**src/hdl/mic_pkg.sv**
```systemverilog
`timescale 1ns / 1ps
package mic_pkg;

	// Field widths
	localparam int RawW    = 20;
	localparam int CountW  = 8;
	localparam int SampW   = 16;
	localparam int SensW   = 24;
	localparam int HardW   = 32;
	localparam int CoefW   = 16;
	localparam int RowW    = 3 * CoefW;
	localparam int FieldW  = 32;

	// Datapath widths
	localparam int ProdW   = RawW + SensW + 1;          // signed raw x unsigned sensitivity
	localparam int MagW    = ProdW - 1;                 // magnitude of that product
	localparam int QuoW    = 36;                        // quotient of (mag + n*128) >> 8 by n
	localparam int DivBits = 4;                         // quotient bits per divider stage
	localparam int DivStg  = QuoW / DivBits;
	localparam int MW      = QuoW + 2;                  // signed quotient minus offset
	localparam int MulW    = MW + CoefW;
	localparam int SumW    = MulW + 2;
	localparam int FracW   = 13;

	// Pipeline depths
	localparam int AxisLat = 3 + DivStg + 1;
	localparam int Lat     = AxisLat + 3;

	localparam int MaxSumCount = 255;

	// Register map, byte address 8*i
	localparam int CfgAddrW = 6;
	localparam int CfgDataW = 64;
	typedef enum logic [2:0] {
		REG_SENS   = 3'd0,
		REG_HARD_X = 3'd1,
		REG_HARD_Y = 3'd2,
		REG_HARD_Z = 3'd3,
		REG_ROW_X  = 3'd4,
		REG_ROW_Y  = 3'd5,
		REG_ROW_Z  = 3'd6
	} reg_idx_t;

	localparam logic [SensW-1:0] SensRst = 24'd15392;
	localparam logic [RowW-1:0]  RowXRst = 48'h0000_0000_2000;
	localparam logic [RowW-1:0]  RowYRst = 48'h0000_2000_0000;
	localparam logic [RowW-1:0]  RowZRst = 48'h2000_0000_0000;

endpackage

```
**src/hdl/mic_axis.sv**
```systemverilog
`timescale 1ns / 1ps
module mic_axis import mic_pkg::*; (
	input  logic                    clk,
	input  logic                    en,
	input  logic        [RawW-1:0]  raw,
	input  logic        [CountW-1:0] cnt,
	input  logic        [SensW-1:0] sens,
	input  logic        [HardW-1:0] hard,
	output logic signed [MW-1:0]    m
);

	logic signed [RawW-1:0]  raw_s1;
	logic [CountW-1:0]       n_s1;
	logic signed [ProdW-1:0] p_s2;
	logic [CountW-1:0]       n_s2;
	logic [QuoW-1:0]         u_s3;
	logic [CountW-1:0]       n_s3;
	logic                    neg_s3;

	logic [CountW-1:0] rem_sd [0:DivStg-1];
	logic [QuoW-1:0]   quo_sd [0:DivStg-1];
	logic [QuoW-1:0]   dvd_sd [0:DivStg-1];
	logic [CountW-1:0] n_sd   [0:DivStg-1];
	logic              neg_sd [0:DivStg-1];

	logic signed [MW-1:0] m_sm;

	logic [MagW-1:0]   mag;
	logic [MagW:0]     biased;
	logic signed [QuoW:0] qs;

	// Clamp the count to one at the low end
	always_ff @(posedge clk) begin
		if (en) begin
			raw_s1 <= raw;
			n_s1   <= (cnt == '0) ? CountW'(1) : cnt;
		end
	end

	// Scale by sensitivity
	always_ff @(posedge clk) begin
		if (en) begin
			p_s2 <= ProdW'(raw_s1 * $signed({1'b0, sens}));
			n_s2 <= n_s1;
		end
	end

	// Take magnitude, add half the divisor, drop eight bits
	always_comb begin
		mag    = p_s2[ProdW-1] ? MagW'(-p_s2) : MagW'(p_s2);
		biased = {1'b0, mag} + (MagW+1)'({n_s2, 7'd0});
	end

	always_ff @(posedge clk) begin
		if (en) begin
			u_s3   <= biased[QuoW+7:8];
			n_s3   <= n_s2;
			neg_s3 <= p_s2[ProdW-1];
		end
	end

	// Restoring divider, several quotient bits per stage
	genvar k;
	generate
		for (k = 0; k < DivStg; k++) begin : g_div
			logic [CountW-1:0] rem_in;
			logic [QuoW-1:0]   quo_in;
			logic [QuoW-1:0]   dvd_in;
			logic [CountW-1:0] n_in;
			logic              neg_in;
			logic [CountW-1:0] rem_nx;
			logic [QuoW-1:0]   quo_nx;
			logic [QuoW-1:0]   dvd_nx;
			logic [CountW:0]   r9;

			if (k == 0) begin : g_first
				assign rem_in = '0;
				assign quo_in = '0;
				assign dvd_in = u_s3;
				assign n_in   = n_s3;
				assign neg_in = neg_s3;
			end else begin : g_next
				assign rem_in = rem_sd[k-1];
				assign quo_in = quo_sd[k-1];
				assign dvd_in = dvd_sd[k-1];
				assign n_in   = n_sd[k-1];
				assign neg_in = neg_sd[k-1];
			end

			always_comb begin
				rem_nx = rem_in;
				quo_nx = quo_in;
				dvd_nx = dvd_in;
				r9     = '0;
				for (int j = 0; j < DivBits; j++) begin
					r9     = {rem_nx, dvd_nx[QuoW-1]};
					dvd_nx = {dvd_nx[QuoW-2:0], 1'b0};
					if (r9 >= {1'b0, n_in}) begin
						rem_nx = CountW'(r9 - {1'b0, n_in});
						quo_nx = {quo_nx[QuoW-2:0], 1'b1};
					end else begin
						rem_nx = r9[CountW-1:0];
						quo_nx = {quo_nx[QuoW-2:0], 1'b0};
					end
				end
			end

			always_ff @(posedge clk) begin
				if (en) begin
					rem_sd[k] <= rem_nx;
					quo_sd[k] <= quo_nx;
					dvd_sd[k] <= dvd_nx;
					n_sd[k]   <= n_in;
					neg_sd[k] <= neg_in;
				end
			end
		end
	endgenerate

	// Restore sign and subtract the hard-iron offset
	always_comb begin
		qs = neg_sd[DivStg-1] ? -$signed({1'b0, quo_sd[DivStg-1]})
		                      :  $signed({1'b0, quo_sd[DivStg-1]});
	end

	always_ff @(posedge clk) begin
		if (en) begin
			m_sm <= MW'(qs) - MW'($signed(hard));
		end
	end

	assign m = m_sm;

endmodule

```
**config.mk**
```make
export PLATFORM = sky130hd
export DESIGN_NAME = mic_axis
export DESIGN_NICKNAME = d
export VERILOG_FILES = /design/src/hdl/mic_pkg.sv /design/src/hdl/mic_axis.sv
export SDC_FILE = /design/constraint.sdc
export NUM_CORES = 2
export LEC_CHECK = 0
export ABC_AREA = 1
export BUFFER_PORTS_ARGS = -buffer_cell sky130_fd_sc_hd__buf_2
export CAP_MARGIN = 20
export CORE_MARGIN = 2
export CORE_UTILIZATION = 65
export CTS_CLUSTER_DIAMETER = 200
export DETAILED_ROUTE_END_ITERATION = 12
export HOLD_SLACK_MARGIN = 0.03
export PLACE_DENSITY = 0.82
export SETUP_SLACK_MARGIN = 0.15
export SYNTH_ARGS = -nofsm -noshare
export SYNTH_HDL_FRONTEND = slang
export SYNTH_SLANG_ARGS = --single-unit
```
**constraint.sdc**
```tcl
create_clock -name clk -period 7.4 [get_ports clk]
set_clock_uncertainty 0.1 [all_clocks]
set_input_delay 0.37 -clock clk [delete_from_list [all_inputs] [get_ports clk]]
set_output_delay 0.37 -clock clk [all_outputs]
set_load 0.02 [all_outputs]
```
Word-level counts from Yosys, hierarchy flattened
Memories as Yosys holds them, arrays and structs flattened.
Index checks and enable logic that the tools add are counted.
{ "op_classes": {"add_sub_neg": 40, "mul": 1, "magnitude_cmp": 36, "muxes": 76, "n_reduce_logical": 1} }
{ "op_table": {"columns": ["cell", "count"], "rows": [
  ["$ge 9x8->1", 35],
  ["$mux 8", 36],
  ["$sub 8x8->8", 35],
  ["$mul 20x25->45", 1],
  ["$add 44x15->44", 1],
  ["$mux 44", 1],
  ["$neg 44->44", 1],
  ["$mux 1", 38],
  ["$sub 37x32->38", 1],
  ["$mux 37", 1],
  ["$neg 36->37", 1],
  ["$ge 1x8->1", 1],
  ["$logic_not 8->1", 1],
  ["$sub 1x8->8", 1]
]} }
{ "totals": {"regBits": 164, "ram_bits": 765, "inputBits": 86, "out_inout_bits": 38, "word_cells": 167, "mem_count": 5} }
{ "mem_list": {"columns": ["memory", "words", "width", "read_ports", "rd_ports_with_merged_regs", "write_ports", "line_no", "text"], "rows": [
  ["quo_sd", 9, 36, 9, 0, 9, "mic_axis.sv:21", "logic [QuoW-1:0] quo_sd [0:DivStg-1];"],
  ["dvd_sd", 9, 32, 8, 0, 9, "mic_axis.sv:22", "logic [QuoW-1:0] dvd_sd [0:DivStg-1];"],
  ["n_sd", 9, 8, 8, 0, 9, "mic_axis.sv:23", "logic [CountW-1:0] n_sd [0:DivStg-1];"],
  ["rem_sd", 9, 8, 8, 0, 9, "mic_axis.sv:20", "logic [CountW-1:0] rem_sd [0:DivStg-1];"],
  ["neg_sd", 9, 1, 9, 0, 9, "mic_axis.sv:24", "logic neg_sd [0:DivStg-1];"]
]} }

Longest topological paths before layout
An unclocked memory read counts as a cell.
{ "depth": {"ltp_word": 9, "mapped_depth": 50, "mapped_depth_nobuf": 48} }

Least setup slack after synthesis
OpenSTA, ideal clock, no wires.
{ "synth_timing": {"path_kind": "reg-to-reg", "startpoint": "memory n_sd[6][1], in the netlist n_sd[0][49]", "endpoint": "memory rem_sd[7][1], in the netlist rem_sd[0][57] (data pin)", "setup_time_ps": 253, "arrival_ps": 6308, "required_time_ps": 7047, "setup_slack_ps": 739, "stages_incl_launch_ff": 47, "n_path_buf": 3, "synth_period_minus_slack_ps": 6661, "path_cell_list": "edfxtp_1 inv_1 ha_1 nand3_1 nand2_1 nand2_1 nand3_2 nand2_2 nand2_2 buf_4 nor2_1 a21oi_1 ha_1 a21o_1 a31oi_1 nand2_1 a21oi_1 nand2_2 [... 11 more ...] buf_6 nand2_1 o21ai_1 ha_1 a21oi_1 nand2_1 nand2_1 nand2_1 a21oi_1 nor2_1 o21ai_0 nand2_1 nand2_1 nand2_1 nor2_4 nand2_4 nand2_1 nand2_1"} }
{ "synth_rtl": {"columns": ["item", "line_no"], "rows": [
  ["start: declaration", "mic_axis.sv:23"],
  ["end: declaration", "mic_axis.sv:20"]
]} }

Worst setup path in the final report
{ "layout_timing": {"startpoint": "register raw_s1[9]", "endpoint": "register p_s2[42] (data pin)"} }
{ "layout_via": {"elab_chain_cells": 1} }
{ "layout_lines": {"columns": ["item", "line_no", "text"], "rows": [
  ["start: declaration", "mic_axis.sv:12", "logic signed [RawW-1:0] raw_s1;"],
  ["start signal: assignment", "mic_axis.sv:35", "raw_s1 <= raw;"],
  ["$mul 20x25->45", "mic_axis.sv:43", "p_s2 <= ProdW'(raw_s1 * $signed({1'b0, sens}));"],
  ["end signal: assignment", "mic_axis.sv:43", null],
  ["end: declaration", "mic_axis.sv:14", "logic signed [ProdW-1:0] p_s2;"]
]} }
No other way between the ends.
A chain may end at the register's enable or synchronous reset.

==> out/results.txt <==
status -> finished clean
final std cells w/o fill -> 7961
DRT Pass-1 Iters -> 8
Via-to-Cell Ratio -> 5.556
total negative slack -> 0 ns
Initial Util -> 0.6544
CTS H-tree depth -> 3
total of max-cap violations -> 0
WP data arrival -> 7.30 ns
hold depth -> 3
R2R depth -> 25
Crit Reg-Reg Startpoint -> raw_s1[9]
Area Overhead vs Synth -> 10.71%
antenna violations before repair -> 2
Critical Path End Type -> flop
Tot GR Track Use -> 0.3089
synthesized flop and latch total -> 625
worst endpoint required time -> 7.69 ns
fin. max-slew vios -> 0
Fin. Hold Viols -> 0
DIE AREA -> 0.08958 sq mm
worst skew pair latency -> 0.65 ns
share of layout cells above drive strength 1 -> 0.1083
Setup Slack @ Placement -> -0.06153 ns
Final nets -> 7779
Final min period -> 7.018 ns
Die X -> 299.3 microns
Yosys top cell area share -> 0.3311
ranking of synthesized cells by area -> edfxtp_1, fa_1, ha_1, nand2_1, inv_1
largest net degree at the start of global routing -> 192
Post-synth EDFFs -> 625
RSZ-0062 raised after global routing -> false
hold path startpoint -> hard[1]
GRT overflow -> 0
row count -> 108
WL final -> 137500 microns
post-synth net total -> 7484
TritonCTS buffer count -> 69
largest family of logic cells by synthesized area -> adder cells
commonest non-fill, non-tap cell in the layout -> nand2_1
syn avg cell area -> 8.773 sq um
CTS tree -> yes
Max FO, Critical Path -> 8
DRC viols -> 0
Yosys warnings -> 0
vias in the first global route -> 44460
Worst slew margin -> 0.3469
clock sinks -> 625
CTS max path bufs -> 3
Yosys cell types -> 62
Placed Instance Area -> 0.05912 sq mm
Max Clock Freq -> 142.5 MHz
Final period util -> 0.9483
Placed Cells -> 7738
Final Setup Violations -> 0
Syn Inst Count -> 6461
area share of and/or/nand/nor cells after synthesis -> 0.1916
PnR worst setup slack -> 0.3823 ns
via count -> 44230
Die Height -> 299.3 microns
Setup Crit Path Kind -> flop to flop
num ports -> 124
clock transition at the register clock pins on the worst setup and hold paths after CTS -> 0.06 ns
global-route wire length before repair -> 221400 microns
Post-Synth Adder-Cell Area -> 0.2637
Core ar. -> 0.08662 sq mm
most frequent cells in the layout -> nand2_1, inv_1, edfxtp_1
xor/xnor share of the synthesized area -> 0.04978
routability cong. -> 0.9622
area of the mapped netlist -> 0.05668 sq mm
Worst Max-Slew Pin Slew -> 0.9796 ns
worst setup path startpoint -> raw_s1[9]
sequential element share of the synthesized area -> 0.3311
final std cell area, no fill -> 0.06275 sq mm
post-synthesis mux area share -> 0
iteration-0 DRC count of the detailed router -> 3225
Async S/R FF share, synth -> 0
Main synth FF type -> edfxtp_1
Yosys top cell by area -> edfxtp_1
Final HPWL DP -> 108300 microns
root buffer cell -> clkbuf_16
Compound-Gate Fraction of Synth Area -> 0.07046
Worst Hold Class -> input port to flop
Antenna Nets Post-Route -> 0
Startpoint Class -> flop
wire per inst -> 17.27 microns
IO buf count -> 123
state kept, by name (all words and copies together) (netlist names):
| name | flops |
|---|---|
| p_s2 | 45 |
| quo_sd | 180 |
| g_div.dvd_in | 36 |
| rem_sd | 64 |
| dvd_sd | 144 |
| raw_s1 | 20 |
| n_s1 | 8 |
| n_sd | 64 |
| g_div.n_in | 8 |
| n_s2 | 8 |
| m | 38 |
| neg_sd | 9 |
| g_div.neg_in | 1 |
final cells by class:
class | count | area [sq um]
Multi-Input combinational cell | 4469 | 33030
Fill cell | 6340 | 23870
Tap cell | 1155 | 1445
Sequential cell | 625 | 18770
Inverter | 1240 | 4673
Timing Repair Buffer | 351 | 2510
Clock buffer | 80 | 1810
Antenna cell | 1 | 2.502
Clock inverter | 40 | 514.2
layer usage:
metal / routed length [microns] / GRT usage / up-vias
li1: - / - / 21260
met1: 54280 / 0.3796 / 20990
met5: 0 / 0 / -
met4: 6550 / 0.1349 / 0
met2: 68870 / 0.5489 / 1574
met3: 7805 / 0.03711 / 415
path summary, 6_finish.rpt:
check,end,slack (ns)
min,m[1],0.11
min reg2reg,dvd_sd[0][24],0.30
max reg2reg,p_s2[42],0.38
max,p_s2[42],0.38
synthesized netlist by cell type, types with 3 or more instances:
cell	n
fa_1	429
xor2_1	213
inv_1	1225
clkbuf_1	99
nand4_1	63
a31oi_1	35
edfxtp_1	625
nand3b_1	26
o2111ai_1	3
inv_2	10
a211oi_1	13
nor2_2	27
nand2_4	9
nor3b_1	5
a221oi_1	4
buf_2	5
a21oi_2	8
nand2_2	52
o21ai_2	24
o21ai_0	182
xnor2_1	106
o211ai_1	19
nand3_2	24
ha_1	508
a21boi_0	8
buf_4	11
buf_6	13
o31ai_1	6
o21a_1	14
o221ai_1	5
a21oi_1	278
nor4_1	12
nor2_1	388
nand3_1	228
or2_2	44
nor2_4	21
o21ai_1	46
o21bai_1	10
nor3_1	49
a21o_1	27
nand2_1	1556
inv_4	5
through the flow:
stage	utilization	hold WS, ns
6_report	0.7244	0.1085
3_3_place_gp	0.6825	0.3001
2_1_floorplan	-	0.3003
4_1_cts	0.7131	0.08483
5_1_grt	0.7244	0.1490
3_5_place_dp	0.6825	0.3045
critical path, cell delays in order (launching register included):
cell and delay [ns]:
edfxtp_1 0.61, nand2_1 0.13, fa_1 0.52, inv_1 0.05, fa_1 0.52, inv_1 0.05, fa_1 0.51, inv_1 0.06
fa_1 0.47, inv_1 0.05, fa_1 0.52, inv_1 0.06, fa_1 0.52, fa_1 0.49, ha_1 0.37, a21oi_1 0.23
a21boi_0 0.41, o21ai_0 0.22, a21oi_1 0.16, nand2_1 0.14, nand2_1 0.09, o211ai_1 0.15, nand3_1 0.15, nand2_1 0.06
nand2_1 0.06, nand2_1 0.04
timing repair:
action / 4_1_cts / 5_1_grt
resized for setup: 12 / 126
pin swaps: 0 / 27
hold buffers: 29 / 0
cloned: 0 / 1
setup endpoints to repair: 26 / 83
endpoints found under the hold margin: 29 / 0
buffers inserted: 1 / 71
logic make-up after synthesis:
| family | Yosys count |
|---|---|
| simple gates | 2517 |
| fa+ha+maj | 937 |
| flops | 625 |
| xor+xnor | 320 |
| buf+inv | 1368 |
| compound gates | 694 |
Power is not shown: default switching activity piles up to over one toggle a cycle in this logic, so the estimate is an artifact.
